`config.mk`:
```
export PLATFORM = sky130hd
export DESIGN_NAME = protobuf_field_scanner
export DESIGN_NICKNAME = d
export VERILOG_FILES = /design/src/design/pbfs_pkg.sv /design/src/design/pbfs_decoder.sv /design/src/design/pbfs_result_fifo.sv /design/src/design/protobuf_field_scanner.sv
export VERILOG_INCLUDE_DIRS = /design/src /design/src/design
export SDC_FILE = /design/constraint.sdc
export NUM_CORES = 1
export LEC_CHECK = 0
export BUFFER_PORTS_ARGS = -buffer_cell sky130_fd_sc_hd__buf_4
export CORE_UTILIZATION = 41
export CTS_CLUSTER_DIAMETER = 30
export DETAILED_ROUTE_END_ITERATION = 10
export PLACE_DENSITY_LB_ADDON = 0.08
export RECOVER_POWER = 50
export SYNTH_ARGS = -nofsm -noshare
export SYNTH_HDL_FRONTEND = slang
export SYNTH_SLANG_ARGS = --single-unit
```
`constraint.sdc`:
```
create_clock -name clk -period 16.1 [get_ports clk]
set_input_delay 3.22 -clock clk [delete_from_list [all_inputs] [get_ports clk]]
set_output_delay 3.22 -clock clk [all_outputs]
set_load 0.02 [all_outputs]
```
`src/design/protobuf_field_scanner_macros.svh`:
```
// assertion macros shared by the protobuf field scanner design files
// no dependencies; included by the files that carry concurrent assertions
`ifndef PROTOBUF_FIELD_SCANNER_MACROS_SVH
`define PROTOBUF_FIELD_SCANNER_MACROS_SVH

// plain property, checked on every rising edge outside reset
`define PBFS_ASSERT(lbl, clk, rst, prop, msg) \
  lbl: assert property (@(posedge clk) disable iff (rst) (prop)) else $error(msg);

// same-cycle implication, checked on every rising edge outside reset
`define PBFS_ASSERT_IMP(lbl, clk, rst, ante, cons, msg) \
  lbl: assert property (@(posedge clk) disable iff (rst) (ante) |-> (cons)) else $error(msg);

`endif

```
`src/design/pbfs_pkg.sv`:
```
// types, codes and sizing constants of the protobuf field scanner
// no dependencies; imported by every module of the block
package pbfs_pkg;

  localparam int NUM_KEYS       = 4;
  localparam int LENGTH_BITS    = 32;
  localparam int KEY_ID_BITS    = 29;
  localparam int NUM_CFG_REGS   = 4;
  localparam int CFG_INDEX_BITS = $clog2(NUM_CFG_REGS);
  localparam int TAG_BITS       = 32;
  localparam int VALUE_BITS     = 64;
  localparam int SHIFT_BITS     = $clog2(VALUE_BITS);
  localparam int SC_BITS        = 7;
  localparam int KEY_IDX_BITS   = 2;

  // result queue, depth must be a power of two
  localparam int RES_DEPTH    = 4;
  localparam int RES_PTR_BITS = $clog2(RES_DEPTH);
  localparam int RES_CNT_BITS = $clog2(RES_DEPTH + 1);

  localparam logic [1:0] KIND_VALUE   = 2'd0;
  localparam logic [1:0] KIND_PAYLOAD = 2'd1;
  localparam logic [1:0] KIND_DONE    = 2'd2;
  localparam logic [1:0] KIND_ERROR   = 2'd3;

  localparam logic [2:0] WT_VARINT  = 3'd0;
  localparam logic [2:0] WT_FIXED64 = 3'd1;
  localparam logic [2:0] WT_BYTES   = 3'd2;
  localparam logic [2:0] WT_FIXED32 = 3'd5;

  localparam logic [2:0] ERR_OVERFLOW     = 3'd0;
  localparam logic [2:0] ERR_ZERO_CONT    = 3'd1;
  localparam logic [2:0] ERR_UNKNOWN_TYPE = 3'd2;
  localparam logic [2:0] ERR_TRUNCATED    = 3'd3;
  localparam logic [2:0] ERR_TAG_TOO_LONG = 3'd4;

  typedef enum logic [2:0] {
    PH_TAG,
    PH_VARINT,
    PH_FIXED,
    PH_LENGTH,
    PH_PAYLOAD
  } phase_e;

  typedef logic [NUM_CFG_REGS-1:0][KEY_ID_BITS-1:0] key_ids_t;

  typedef struct packed {
    logic [7:0] data_byte;
    logic       end_of_message;
  } msg_beat_t;

  typedef struct packed {
    logic [1:0]              kind;
    logic [KEY_IDX_BITS-1:0] key_index;
    logic [2:0]              wire_type;
    logic [VALUE_BITS-1:0]   field_value;
    logic [7:0]              payload_byte;
    logic [2:0]              error_code;
    logic                    last;
  } res_beat_t;

  // up to two results caused by one message byte, packed from beat 0
  typedef struct packed {
    logic [1:0]            count;
    res_beat_t [1:0]       beat;
  } step_res_t;

endpackage

```
`src/design/pbfs_decoder.sv`:
```
// scan state and per-byte decode of the protobuf field scanner
// depends on pbfs_pkg and protobuf_field_scanner_macros.svh
`include "protobuf_field_scanner_macros.svh"

module pbfs_decoder (
  input  logic                clk,
  input  logic                rst,
  input  logic                step,
  input  pbfs_pkg::msg_beat_t beat,
  input  pbfs_pkg::key_ids_t  key_ids,
  output pbfs_pkg::step_res_t res
);
  import pbfs_pkg::*;

  typedef enum logic [1:0] {
    VI_MORE,
    VI_DONE,
    VI_ERR
  } vi_status_e;

  typedef struct packed {
    vi_status_e            status;
    logic [2:0]            code;
    logic [SC_BITS-1:0]    sc;
    logic [VALUE_BITS-1:0] acc;
  } vi_res_t;

  // one byte of a varint of at most width bits
  function automatic vi_res_t varint_step(input logic [7:0] b,
                                          input logic [SC_BITS-1:0] sc,
                                          input logic [VALUE_BITS-1:0] acc,
                                          input logic [SC_BITS-1:0] width,
                                          input logic [2:0] too_long);
    logic [SC_BITS-1:0] room;
    logic [6:0]         low7;
    logic [SC_BITS:0]   sc_sum;
    vi_res_t            r;
    room     = width - sc;
    low7     = b[6:0];
    sc_sum   = {1'b0, sc} + (SC_BITS+1)'(7);
    r.acc    = acc | (VALUE_BITS'(low7) << sc[SHIFT_BITS-1:0]);
    r.sc     = sc_sum[SC_BITS-1:0];
    r.code   = ERR_OVERFLOW;
    r.status = VI_MORE;
    if (room < SC_BITS'(8) && (low7 >> room[2:0]) != 7'd0) begin
      r.status = VI_ERR;
      r.code   = ERR_OVERFLOW;
    end else if (b == 8'd0 && sc != '0) begin
      r.status = VI_ERR;
      r.code   = ERR_ZERO_CONT;
    end else if (!b[7]) begin
      r.status = VI_DONE;
    end else if (sc_sum >= {1'b0, width}) begin
      r.status = VI_ERR;
      r.code   = too_long;
    end
    return r;
  endfunction

  phase_e                   phase, phase_next;
  logic [SC_BITS-1:0]       sc, sc_next;
  logic [VALUE_BITS-1:0]    acc, acc_next;
  logic [LENGTH_BITS-1:0]   bytes_left, bytes_left_next;
  logic [2:0]               cur_type, cur_type_next;
  logic                     cur_hit, cur_hit_next;
  logic [KEY_IDX_BITS-1:0]  cur_idx, cur_idx_next;
  logic                     error_hold, error_hold_next;

  logic [SC_BITS-1:0]       vi_width;
  logic [2:0]               vi_too_long;
  vi_res_t                  vi;
  logic                     tag_hit;
  logic [KEY_IDX_BITS-1:0]  tag_idx;
  logic [VALUE_BITS-1:0]    acc_fixed;
  logic [LENGTH_BITS-1:0]   bytes_dec;
  logic [LENGTH_BITS-1:0]   len;
  res_beat_t                prim, term;
  logic                     prim_valid, term_valid;
  logic                     err;
  logic [2:0]               err_code;
  logic                     clear;

  // shared varint unit, its width set by the field part being scanned
  always_comb begin
    case (phase)
      PH_VARINT: begin
        vi_width    = SC_BITS'(VALUE_BITS);
        vi_too_long = ERR_OVERFLOW;
      end
      PH_LENGTH: begin
        vi_width    = SC_BITS'(LENGTH_BITS);
        vi_too_long = ERR_OVERFLOW;
      end
      default: begin
        vi_width    = SC_BITS'(TAG_BITS);
        vi_too_long = ERR_TAG_TOO_LONG;
      end
    endcase
    vi = varint_step(beat.data_byte, sc, acc, vi_width, vi_too_long);
  end

  // lowest-indexed nonzero key id that equals the tag's field id
  always_comb begin
    tag_hit = 1'b0;
    tag_idx = '0;
    for (int k = NUM_KEYS - 1; k >= 0; k--) begin
      if (key_ids[k] != '0 && key_ids[k] == vi.acc[TAG_BITS-1:3]) begin
        tag_hit = 1'b1;
        tag_idx = KEY_IDX_BITS'(k);
      end
    end
  end

  assign acc_fixed = acc | (VALUE_BITS'(beat.data_byte) << {sc[SHIFT_BITS-1:3], 3'b000});
  assign bytes_dec = bytes_left - LENGTH_BITS'(1);
  assign len       = vi.acc[LENGTH_BITS-1:0];

  always_comb begin
    phase_next      = phase;
    sc_next         = sc;
    acc_next        = acc;
    bytes_left_next = bytes_left;
    cur_type_next   = cur_type;
    cur_hit_next    = cur_hit;
    cur_idx_next    = cur_idx;
    error_hold_next = error_hold;
    prim            = '0;
    term            = '0;
    prim_valid      = 1'b0;
    term_valid      = 1'b0;
    err             = 1'b0;
    err_code        = ERR_OVERFLOW;
    clear           = 1'b0;

    if (step) begin
      if (error_hold) begin
        clear = beat.end_of_message;
      end else begin
        case (phase)
          PH_VARINT: begin
            case (vi.status)
              VI_DONE: begin
                prim_valid        = cur_hit;
                prim.kind         = KIND_VALUE;
                prim.key_index    = cur_idx;
                prim.wire_type    = WT_VARINT;
                prim.field_value  = vi.acc;
                phase_next        = PH_TAG;
                sc_next           = '0;
                acc_next          = '0;
                bytes_left_next   = '0;
              end
              VI_MORE: begin
                acc_next = vi.acc;
                sc_next  = vi.sc;
              end
              default: begin
                err      = 1'b1;
                err_code = vi.code;
              end
            endcase
          end
          PH_FIXED: begin
            acc_next        = acc_fixed;
            sc_next         = sc + SC_BITS'(8);
            bytes_left_next = bytes_dec;
            if (bytes_dec == '0) begin
              prim_valid       = cur_hit;
              prim.kind        = KIND_VALUE;
              prim.key_index   = cur_idx;
              prim.wire_type   = cur_type;
              prim.field_value = acc_fixed;
              phase_next       = PH_TAG;
              sc_next          = '0;
              acc_next         = '0;
              bytes_left_next  = '0;
            end
          end
          PH_LENGTH: begin
            case (vi.status)
              VI_DONE: begin
                prim_valid       = cur_hit;
                prim.kind        = KIND_VALUE;
                prim.key_index   = cur_idx;
                prim.wire_type   = WT_BYTES;
                prim.field_value = vi.acc;
                phase_next       = (len != '0) ? PH_PAYLOAD : PH_TAG;
                sc_next          = '0;
                acc_next         = '0;
                bytes_left_next  = len;
              end
              VI_MORE: begin
                acc_next = vi.acc;
                sc_next  = vi.sc;
              end
              default: begin
                err      = 1'b1;
                err_code = vi.code;
              end
            endcase
          end
          PH_PAYLOAD: begin
            prim_valid        = cur_hit;
            prim.kind         = KIND_PAYLOAD;
            prim.key_index    = cur_idx;
            prim.wire_type    = WT_BYTES;
            prim.payload_byte = beat.data_byte;
            bytes_left_next   = bytes_dec;
            if (bytes_dec == '0) begin
              phase_next = PH_TAG;
              sc_next    = '0;
              acc_next   = '0;
            end
          end
          default: begin
            phase_next = PH_TAG;
            case (vi.status)
              VI_DONE: begin
                cur_type_next   = vi.acc[2:0];
                cur_hit_next    = tag_hit;
                cur_idx_next    = tag_idx;
                sc_next         = '0;
                acc_next        = '0;
                bytes_left_next = '0;
                case (vi.acc[2:0])
                  WT_VARINT: phase_next = PH_VARINT;
                  WT_FIXED64: begin
                    phase_next      = PH_FIXED;
                    bytes_left_next = LENGTH_BITS'(8);
                  end
                  WT_FIXED32: begin
                    phase_next      = PH_FIXED;
                    bytes_left_next = LENGTH_BITS'(4);
                  end
                  WT_BYTES: phase_next = PH_LENGTH;
                  default: begin
                    err      = 1'b1;
                    err_code = ERR_UNKNOWN_TYPE;
                  end
                endcase
              end
              VI_MORE: begin
                acc_next = vi.acc;
                sc_next  = vi.sc;
              end
              default: begin
                err      = 1'b1;
                err_code = vi.code;
              end
            endcase
          end
        endcase

        if (err) begin
          prim_valid      = 1'b1;
          prim            = '0;
          prim.kind       = KIND_ERROR;
          prim.error_code = err_code;
          error_hold_next = 1'b1;
        end

        // message end: exactly one terminal beat unless an error was just raised
        if (beat.end_of_message) begin
          if (!err) begin
            term_valid = 1'b1;
            if (phase_next == PH_TAG && sc_next == '0) begin
              term.kind = KIND_DONE;
            end else begin
              term.kind       = KIND_ERROR;
              term.error_code = ERR_TRUNCATED;
            end
          end
          clear = 1'b1;
        end
      end
    end

    if (clear) begin
      phase_next      = PH_TAG;
      sc_next         = '0;
      acc_next        = '0;
      bytes_left_next = '0;
      cur_type_next   = '0;
      cur_hit_next    = 1'b0;
      cur_idx_next    = '0;
      error_hold_next = 1'b0;
    end
  end

  // pack results from beat 0 and mark the final one
  always_comb begin
    res = '0;
    case ({prim_valid, term_valid})
      2'b11: begin
        res.count        = 2'd2;
        res.beat[0]      = prim;
        res.beat[1]      = term;
        res.beat[1].last = 1'b1;
      end
      2'b10: begin
        res.count        = 2'd1;
        res.beat[0]      = prim;
        res.beat[0].last = 1'b1;
      end
      2'b01: begin
        res.count        = 2'd1;
        res.beat[0]      = term;
        res.beat[0].last = 1'b1;
      end
      default: res.count = 2'd0;
    endcase
  end

  always_ff @(posedge clk) begin
    if (rst) begin
      phase      <= PH_TAG;
      sc         <= '0;
      acc        <= '0;
      bytes_left <= '0;
      cur_type   <= '0;
      cur_hit    <= 1'b0;
      cur_idx    <= '0;
      error_hold <= 1'b0;
    end else begin
      phase      <= phase_next;
      sc         <= sc_next;
      acc        <= acc_next;
      bytes_left <= bytes_left_next;
      cur_type   <= cur_type_next;
      cur_hit    <= cur_hit_next;
      cur_idx    <= cur_idx_next;
      error_hold <= error_hold_next;
    end
  end

  `PBFS_ASSERT_IMP(a_hold_silent, clk, rst, step && error_hold, res.count == 2'd0, "byte produced a result while an error was held")
  `PBFS_ASSERT_IMP(a_second_terminal, clk, rst, res.count == 2'd2, res.beat[1].kind == KIND_DONE || res.beat[1].kind == KIND_ERROR, "second result of a byte is not a terminal beat")
  `PBFS_ASSERT_IMP(a_no_result_idle, clk, rst, !step, res.count == 2'd0, "result produced without a byte")

endmodule

```
`src/design/pbfs_result_fifo.sv`:
```
// small result queue of the protobuf field scanner, up to two writes and one read per cycle
// depends on pbfs_pkg and protobuf_field_scanner_macros.svh
`include "protobuf_field_scanner_macros.svh"

module pbfs_result_fifo (
  input  logic                clk,
  input  logic                rst,
  input  pbfs_pkg::step_res_t push,
  output logic                room,
  output logic                res_valid,
  input  logic                res_ready,
  output pbfs_pkg::res_beat_t res_beat
);
  import pbfs_pkg::*;

  res_beat_t                entries [RES_DEPTH];
  logic [RES_PTR_BITS-1:0]  head, tail, tail_plus1;
  logic [RES_CNT_BITS-1:0]  count;
  logic                     pop;

  assign pop        = res_valid && res_ready;
  assign tail_plus1 = tail + RES_PTR_BITS'(1);
  assign res_valid  = count != '0;
  assign res_beat   = entries[head];
  // room for the worst case of two results from one byte
  assign room       = count <= RES_CNT_BITS'(RES_DEPTH - 2);

  always_ff @(posedge clk) begin
    if (rst) begin
      head  <= '0;
      tail  <= '0;
      count <= '0;
    end else begin
      if (pop) begin
        head <= head + RES_PTR_BITS'(1);
      end
      tail  <= tail + RES_PTR_BITS'(push.count);
      count <= count + RES_CNT_BITS'(push.count) - RES_CNT_BITS'(pop);
    end
  end

  always_ff @(posedge clk) begin
    if (push.count != 2'd0) begin
      entries[tail] <= push.beat[0];
    end
    if (push.count == 2'd2) begin
      entries[tail_plus1] <= push.beat[1];
    end
  end

  `PBFS_ASSERT(a_count_bound, clk, rst, count <= RES_CNT_BITS'(RES_DEPTH), "result queue overfilled")
  `PBFS_ASSERT_IMP(a_push_room, clk, rst, push.count != 2'd0, room, "results pushed without room for two")

endmodule

```
`src/design/protobuf_field_scanner.sv`:
```
// top level of the protobuf field scanner: key registers, input stage, decoder and result queue
// depends on pbfs_pkg, pbfs_decoder and pbfs_result_fifo
//
// Streaming protobuf wire-format scanner. One message byte arrives per msg beat,
// with end_of_message on the final byte. Each tag varint (up to 32 bits) is split
// into a field id and a wire type; the id is compared against the four key id
// registers (zero means unused, lowest index wins). A matched field gives a value
// beat: the varint, the little-endian fixed32/fixed64 value or the length of a
// bytes field, and a matched bytes field then gives one payload beat per byte.
// Unmatched fields are skipped by type. Every message ends in exactly one
// terminal beat, message done or an error; after an error all bytes up to the end
// of the message are swallowed. Key ids are written through cfg_we/cfg_index/
// cfg_data; the user must do so only while the block is idle, which the block
// itself does not enforce. Timing: a byte is taken into an input register,
// decoded by one pass through the decoder once the queue has room for two beats,
// and written into a four-entry result queue whose head drives res_beat. The
// block takes one byte per cycle as long as the result side takes one beat per
// cycle; a byte that gives a matched field's beat and is also the last byte of a
// message yields two beats, and the input stalls whenever the queue cannot take
// two more beats.

module protobuf_field_scanner (
  input  logic                                   clk,
  input  logic                                   rst,
  input  logic                                   msg_valid,
  output logic                                   msg_ready,
  input  pbfs_pkg::msg_beat_t                    msg_beat,
  output logic                                   res_valid,
  input  logic                                   res_ready,
  output pbfs_pkg::res_beat_t                    res_beat,
  input  logic                                   cfg_we,
  input  logic [pbfs_pkg::CFG_INDEX_BITS-1:0]    cfg_index,
  input  logic [pbfs_pkg::KEY_ID_BITS-1:0]       cfg_data
);
  import pbfs_pkg::*;

  key_ids_t  key_ids;
  logic      s1_valid;
  msg_beat_t s1_beat;
  logic      s1_go;
  logic      fifo_room;
  step_res_t step_res;

  // key id registers, zero after reset
  always_ff @(posedge clk) begin
    if (rst) begin
      key_ids <= '0;
    end else if (cfg_we) begin
      key_ids[cfg_index] <= cfg_data;
    end
  end

  // input stage: the held byte moves on once the queue has room for two beats
  assign s1_go     = s1_valid && fifo_room;
  assign msg_ready = !s1_valid || s1_go;

  always_ff @(posedge clk) begin
    if (rst) begin
      s1_valid <= 1'b0;
    end else if (msg_ready) begin
      s1_valid <= msg_valid;
    end
  end

  always_ff @(posedge clk) begin
    if (msg_valid && msg_ready) begin
      s1_beat <= msg_beat;
    end
  end

  // field scan state and per-byte decode
  pbfs_decoder u_decoder (
    .clk     (clk),
    .rst     (rst),
    .step    (s1_go),
    .beat    (s1_beat),
    .key_ids (key_ids),
    .res     (step_res)
  );

  // result beats wait here, decoupling the output handshake from decode
  pbfs_result_fifo u_result_fifo (
    .clk       (clk),
    .rst       (rst),
    .push      (step_res),
    .room      (fifo_room),
    .res_valid (res_valid),
    .res_ready (res_ready),
    .res_beat  (res_beat)
  );

endmodule

```
* Word-level counts from Yosys, hierarchy flattened
Memories as Yosys holds them, arrays and structs flattened. A register that Yosys moved wholly into a read port is not among the register bits.
Index checks and enable logic that the tools add are counted.
** Word-level totals
- Flip-flop bits (word level) :: 246
- Memories kept :: 1
- Input port bits :: 45
- Bits in writable memories :: 332
- Word-level logic and storage cells :: 197
- Output and inout bits :: 85
** Memories
- u_result_fifo.entries :: words 4, width 83, read ports 1, clocked after Yosys merged registers in 1, wr ports 2, line pbfs_result_fifo.sv:16 : res_beat_t entries [RES_DEPTH];
** Cells by class
- Equal/unequal tests :: 19
- $add $sub $neg :: 9
- Magnitude comparators :: 5
- Shift-type cells :: 3
- Reductions and logical operators :: 42
- Muxes and demuxes :: 96
- Bitwise logic cells :: 4
** Operator list (number)
- 83-bit 2-to-1 mux :: 4
- 64-bit one-hot mux with 2 select lines :: 2
- 83-bit one-hot mux with 3 select lines :: 1
- 69-bit 2-to-1 mux :: 3
- 64-bit one-hot mux with 3 select lines :: 1
- 32-bit 2-to-1 mux :: 4
- 64-bit 2-to-1 mux :: 2
- 64-bit OR :: 2
- 32-bit one-hot mux with 4 select lines :: 1
- 116-bit bitwise mux :: 1
- 29-bit equality test :: 4
- 29-bit nonzero test :: 4
- 7-bit by 6-bit << shifter with 64-bit output :: 1
- 8-bit by 6-bit << shifter with 64-bit output :: 1
- 29-bit demux with 2-bit select :: 1
- 3-bit 2-to-1 mux :: 14
- 7-bit 2-to-1 mux :: 5
- 32-bit logical NOT :: 1
- 32-bit nonzero test :: 1
- 32-bit by 1-bit subtractor with 32-bit output, second input constant :: 1
- 29-bit 2-to-1 mux :: 1
- 7-bit one-hot mux with 2 select lines :: 2
- 1-bit 2-to-1 mux :: 27
- 2-bit 2-to-1 mux :: 13
- 46 further kinds :: 81

* Logic depth before layout (Yosys ltp)
- Depth after elaboration :: 23
- Gate-level depth with buffers :: 27

* Hierarchy
From an unflattened synthesis, not the netlist that was laid out.
** Unflattened totals
- Cell total of the unflattened synthesis :: 3244
- Area, all modules :: 35392.7 um^2
** By module, submodules not included
- pbfs_result_fifo :: area each 16804.9 um^2, times used 1, sequential area each 10149.7 um^2, cells an instance 854
- pbfs_decoder :: area each 13663.1 um^2, times used 1, sequential area each 2262.2 um^2, cells an instance 1962
- protobuf_field_scanner :: area each 4924.7 um^2, times used 1, sequential area each 2612.5 um^2, cells an instance 428

* Worst setup path before layout
Ideal clock, no wire load.
- Path type :: register to register
- From :: reg u_decoder.sc[4]
- To :: mem u_result_fifo.entries[0][62] (netlist name)
- Data arrival time :: 5.657 ns
- Buffers on the path :: 5
- Stages on the path, launching flop included :: 23
- Path slack :: 10.383 ns
- Data required time :: 16.040 ns
- Cells stage by stage :: dfxtp_1 > clkbuf_1 > clkbuf_1 > buf_1 > nand3_1 > a21oi_1 > xnor2_1 > ha_1 > nand3_1 > a2111oi_0 > nor3_2 > nor2_1 > o21ai_0 > o21ai_1 > nor3_1 > inv_1 > ha_1 > nor3_1 > nand3_1 > nor2_1 > clkbuf_1 > clkbuf_1 > a22o_1
** RTL lines
- start: declaration :: line pbfs_decoder.sv:61 : logic [SC_BITS-1:0] sc, sc_next;
- start signal: assignment :: line pbfs_decoder.sv:326 : sc <= sc_next;
- end: declaration :: line pbfs_result_fifo.sv:16

==> results.sh <==
export IMPL_die_width_um=266
export IMPL_worstPathCellList="clkbuf_1 -> mux4_2 -> buf_4"
export IMPL_dpl_hpwl_mm=77.9
export IMPL_arrival_ns=6.93
export IMPL_finish_net_count=3321
export IMPL_synth_cells=3179
export IMPL_report_final_hold_viol_count=0
export IMPL_drive_above_1_share_pct=16.1
export IMPL_drc=0
export IMPL_regToRegStartpoint="u_decoder.sc[5]$_SDFFE_PP0P_"
export IMPL_maximum_resistive_drop_on_vdd_v=0.000100
export IMPL_gpl_final_weighted_congestion=0.959
export IMPL_route_antenna_remaining_nets=0
export IMPL_initial_utilization_pct=41.5
export IMPL_setup_worst_path_end_class="primary output"
export IMPL_detailed_route_iter0_violations=2800
export IMPL_clock_sinks=580
export IMPL_final_setup_viol_count=0
export IMPL_numPortBuffers=129
export IMPL_worst_hold_startpoint="u_result_fifo.entries[2][67]$_SDFFE_PP0P_"
export IMPL_yosys_warnings=0
export IMPL_coreArea_um2=68700
export IMPL_synth_async_reset_ratio_pct=0
export IMPL_worst_slew_margin_relative_to_its_limit_pct=-160
export IMPL_sequential_share_of_the_synthesized_area_pct=41.8
export IMPL_max_freq_mhz=98.5
export IMPL_hold_crit_path_type="flop to flop"
export IMPL_timing_worst_setup_path_type="flop to primary output"
export IMPL_r2r_end="u_result_fifo.entries[0][58]$_SDFFE_PP0P_"
export IMPL_first_pass_iters=6
export IMPL_violated_checks="capacitance limit, slew limit"
export IMPL_final_setup_tns_ns=0
export IMPL_wl_per_cell_um=26.6
export IMPL_grt_overflow=0
export IMPL_place_detailed_instances=4046
export IMPL_vias=27100
export IMPL_detail_route_wirelength_mm=114
export IMPL_final_core_util_pct=50.6
export IMPL_buffers_from_clock_root_to_sink_at_most=3
export IMPL_initial_antenna_violation_count=2
export IMPL_cts_tree="built"
export IMPL_cts_buf_count=139
export IMPL_cp_slowest_stage_delay_ns=2.86
export IMPL_synthesis_area_per_instance_um2=8.96
export IMPL_final_max_slew_violation_count=367
export IMPL_power_density_cell_area_nw_per_um2=161
export IMPL_run_status="finished, violations left"
export IMPL_period_minus_slack_ns=10.15
export IMPL_dominantRegCellSynth="sky130_fd_sc_hd__dfxtp_1"
export IMPL_cts_htree_levels=4
export IMPL_cts_repair_resize_count=0
export IMPL_grt_first_pass_wirelength_mm=170
export IMPL_final_period_utilization_pct=63.0
export IMPL_layout_area_overhead_vs_synth_pct=22.1
export IMPL_placement_rows=96
export IMPL_setup_worst_path_start_class="flop"
export IMPL_min_path_cells=2
export IMPL_grt_util_all_layers_pct=31.9
export IMPL_worst_r2r_path_depth=19
export IMPL_reg2reg_slack_ns=6.38
export IMPL_largest_clock_skew_in_the_final_design_ns=0.0398
export IMPL_insertion_delay_ns=0.72
export IMPL_critPathRequiredTime_ns=12.88
export IMPL_filler_cell_count=6485
export IMPL_ys_seq_elements=580
export IMPL_route_detailed_vias_per_inst=6.30
export IMPL_synth_enable_flop_cells=29
export IMPL_grt_pass1_vias=26100
export IMPL_cts_root_buf="sky130_fd_sc_hd__clkbuf_16"
export IMPL_cts_setup_buffers=0
export IMPL_chipHeight_um=266
export IMPL_mappedNetlistNets=3244
export IMPL_fp_dieArea_um2=70500
export IMPL_cp_slowest_cell="sky130_fd_sc_hd__clkbuf_1"
export IMPL_synthesis_area_um2=28500
export IMPL_synth_cell_type_count=92
export IMPL_top_level_ports=130
export IMPL_max_cap_violations=8
export IMPL_hold_path_endpoint="u_result_fifo.entries[2][67]$_SDFFE_PP0P_"
export IMPL_timing_critical_path_fanout_max=45
export IMPL_p_leak_nw=12.4
export IMPL_cts_reportedPaths_clkPinSlew_ns=0.04
export IMPL_hold_buffers=0
export IMPL_finish_cell_count_without_fillers=4300
export IMPL_timing_worst_slew_pin_value_ns=3.90
export IMPL_grt_setup_unrepaired="no"
export IMPL_largest_net_degree_at_the_start_of_global_routing=90
## metrics by stage
| step | instance area (um2) | hold WS (ns) | worst slack (ns) | power (mW) |
|---|---|---|---|---|
| global route | 34800 | 0.472 | 5.02 | 5.80 |
| finish | 34800 | 0.444 | 5.95 | 5.60 |
| CTS | 35000 | 0.447 | 8.82 | 5.61 |
| floorplan | 28500 | 0.420 | 10.38 | 2.38 |
| global placement | 30200 | 0.428 | 9.14 | 2.77 |
| detailed placement | 30200 | 0.436 | 8.82 | 2.78 |
## synthesized netlist by cell type (all sizes together) (29+ instances only)
cell type	instances	share of area (%)
a21oi	250	4.6
a22o	236	7.3
a22oi	33	0.87
buf	55	0.94
clkbuf	207	2.7
dfxtp	551	39
edfxtp	29	3.1
inv	53	0.70
mux4	88	7.0
nand2	410	5.4
nand3	50	0.88
nor2	210	2.8
nor2b	30	0.66
nor3	40	0.76
nor4	52	1.1
o21ai	236	4.1
o221ai	52	1.6
o22ai	79	1.7
xnor2	55	1.7
xor2	38	1.2
## final cells by class
| type | count | area [um2] | share of cell area (%) |
|---|---|---|---|
| clock inverter | 75 | 937 | 2.69 |
| timing repair buffer | 198 | 1300 | 3.73 |
| inverter | 53 | 199 | 0.572 |
| sequential | 580 | 11900 | 34.2 |
| clock buffer | 178 | 3870 | 11.1 |
| multi-input combinational | 2284 | 15400 | 44.3 |
| antenna | 1 | 2.50 | 0.00719 |
| tap | 931 | 1160 | 3.35 |
## power by group
part / leakage (nW) / total (mW) / internal [mW] / switching (mW)
clock network: 2.33 / 2.82 / 1.90 / 0.921
logic: 5.39 / 1.16 / 0.393 / 0.770
registers: 4.73 / 1.62 / 1.51 / 0.109
total: 12.4 / 5.60 / 3.80 / 1.80
## kinds of logic (layout without fill, tap and decap cells)
family,Yosys count,count (layout),synth area share (%)
AOI/OAI and AO/OA,1076,1076,25.9
xor gates and xnor gates,93,93,2.86
adders and majority gates,20,20,0.905
buffers and inverters,315,504,4.37
DFF,580,580,41.8
muxes,112,112,7.85
other,0,1,0
and+or+nand+nor,983,983,16.4
## worst max-delay path: cells and delay by family (launching register included)
kind                   cells  cell delay [ns]
buffers and inverters      2             3.06
flip-flops                 1             2.20
multiplexers               1             0.82
## registers in the layout, indices dropped and copies added, names as in the netlist, named ones only
name,cells
u_result_fifo.count,3
u_result_fifo.head,2
u_decoder.cur_idx,2
u_result_fifo.entries,332
u_decoder.sc,7
u_result_fifo.tail,2
u_decoder.error_hold,1
key_ids,116
u_decoder.cur_type,3
s1_beat,9
u_decoder.phase,3
u_decoder.bytes_left,32
u_decoder.acc,64
s1_valid,1
u_decoder.cur_hit,1
## cell usage in the layout, fill, tap and decap left out, types with 26 or more instances in the layout
master	synthesis	layout
sky130_fd_sc_hd__nand4_1	26	26
sky130_fd_sc_hd__a21oi_1	242	241
sky130_fd_sc_hd__dfxtp_1	551	550
sky130_fd_sc_hd__a22oi_1	33	33
sky130_fd_sc_hd__inv_1	53	53
sky130_fd_sc_hd__a22o_1	236	236
sky130_fd_sc_hd__nor3_1	37	37
sky130_fd_sc_hd__clkbuf_16	0	140
sky130_fd_sc_hd__xnor2_1	55	55
sky130_fd_sc_hd__xor2_1	38	38
sky130_fd_sc_hd__nand3_1	50	49
sky130_fd_sc_hd__o21ai_1	35	33
sky130_fd_sc_hd__edfxtp_1	29	29
sky130_fd_sc_hd__buf_4	1	138
sky130_fd_sc_hd__o221ai_1	52	52
sky130_fd_sc_hd__nor2_1	210	204
sky130_fd_sc_hd__nand2b_1	27	27
sky130_fd_sc_hd__o21ai_0	201	202
sky130_fd_sc_hd__mux4_2	88	88
sky130_fd_sc_hd__clkbuf_1	207	66
sky130_fd_sc_hd__nor4_1	52	52
sky130_fd_sc_hd__nor2b_1	30	30
sky130_fd_sc_hd__o22ai_1	79	79
sky130_fd_sc_hd__nand2_1	410	408
## layer usage
| metal | GRT usage [%] | vias to the layer above | wire length (um) |
|---|---|---|---|
| met5 | 0 | - | 12 |
| met4 | 15.8 | 2 | 5500 |
| met3 | 6.29 | 274 | 8260 |
| met2 | 50.6 | 1271 | 52600 |
| met1 | 41.4 | 13400 | 47900 |
| li1 | - | 12100 | - |
## worst max-delay path by stage
stage / startpoint / endpoint / slack (ns)
3_5_place_dp: u_decoder.sc[5]$_SDFFE_PP0P_ / u_result_fifo.entries[1][66]$_SDFFE_PP0P_ / 8.82
2_1_floorplan: u_decoder.sc[4]$_SDFFE_PP0P_ / u_result_fifo.entries[0][62]$_SDFFE_PP0P_ / 10.38
4_1_cts: u_decoder.sc[5]$_SDFFE_PP0P_ / u_result_fifo.entries[0][58]$_SDFFE_PP0P_ / 8.82
6_report: flop / res_beat[19] / 5.95
3_3_place_gp: u_decoder.sc[5]$_SDFFE_PP0P_ / u_result_fifo.entries[0][58]$_SDFFE_PP0P_ / 9.14
5_1_grt: flop / res_beat[19] / 5.02
No activity file was read; power rests on OpenSTA's default activity.
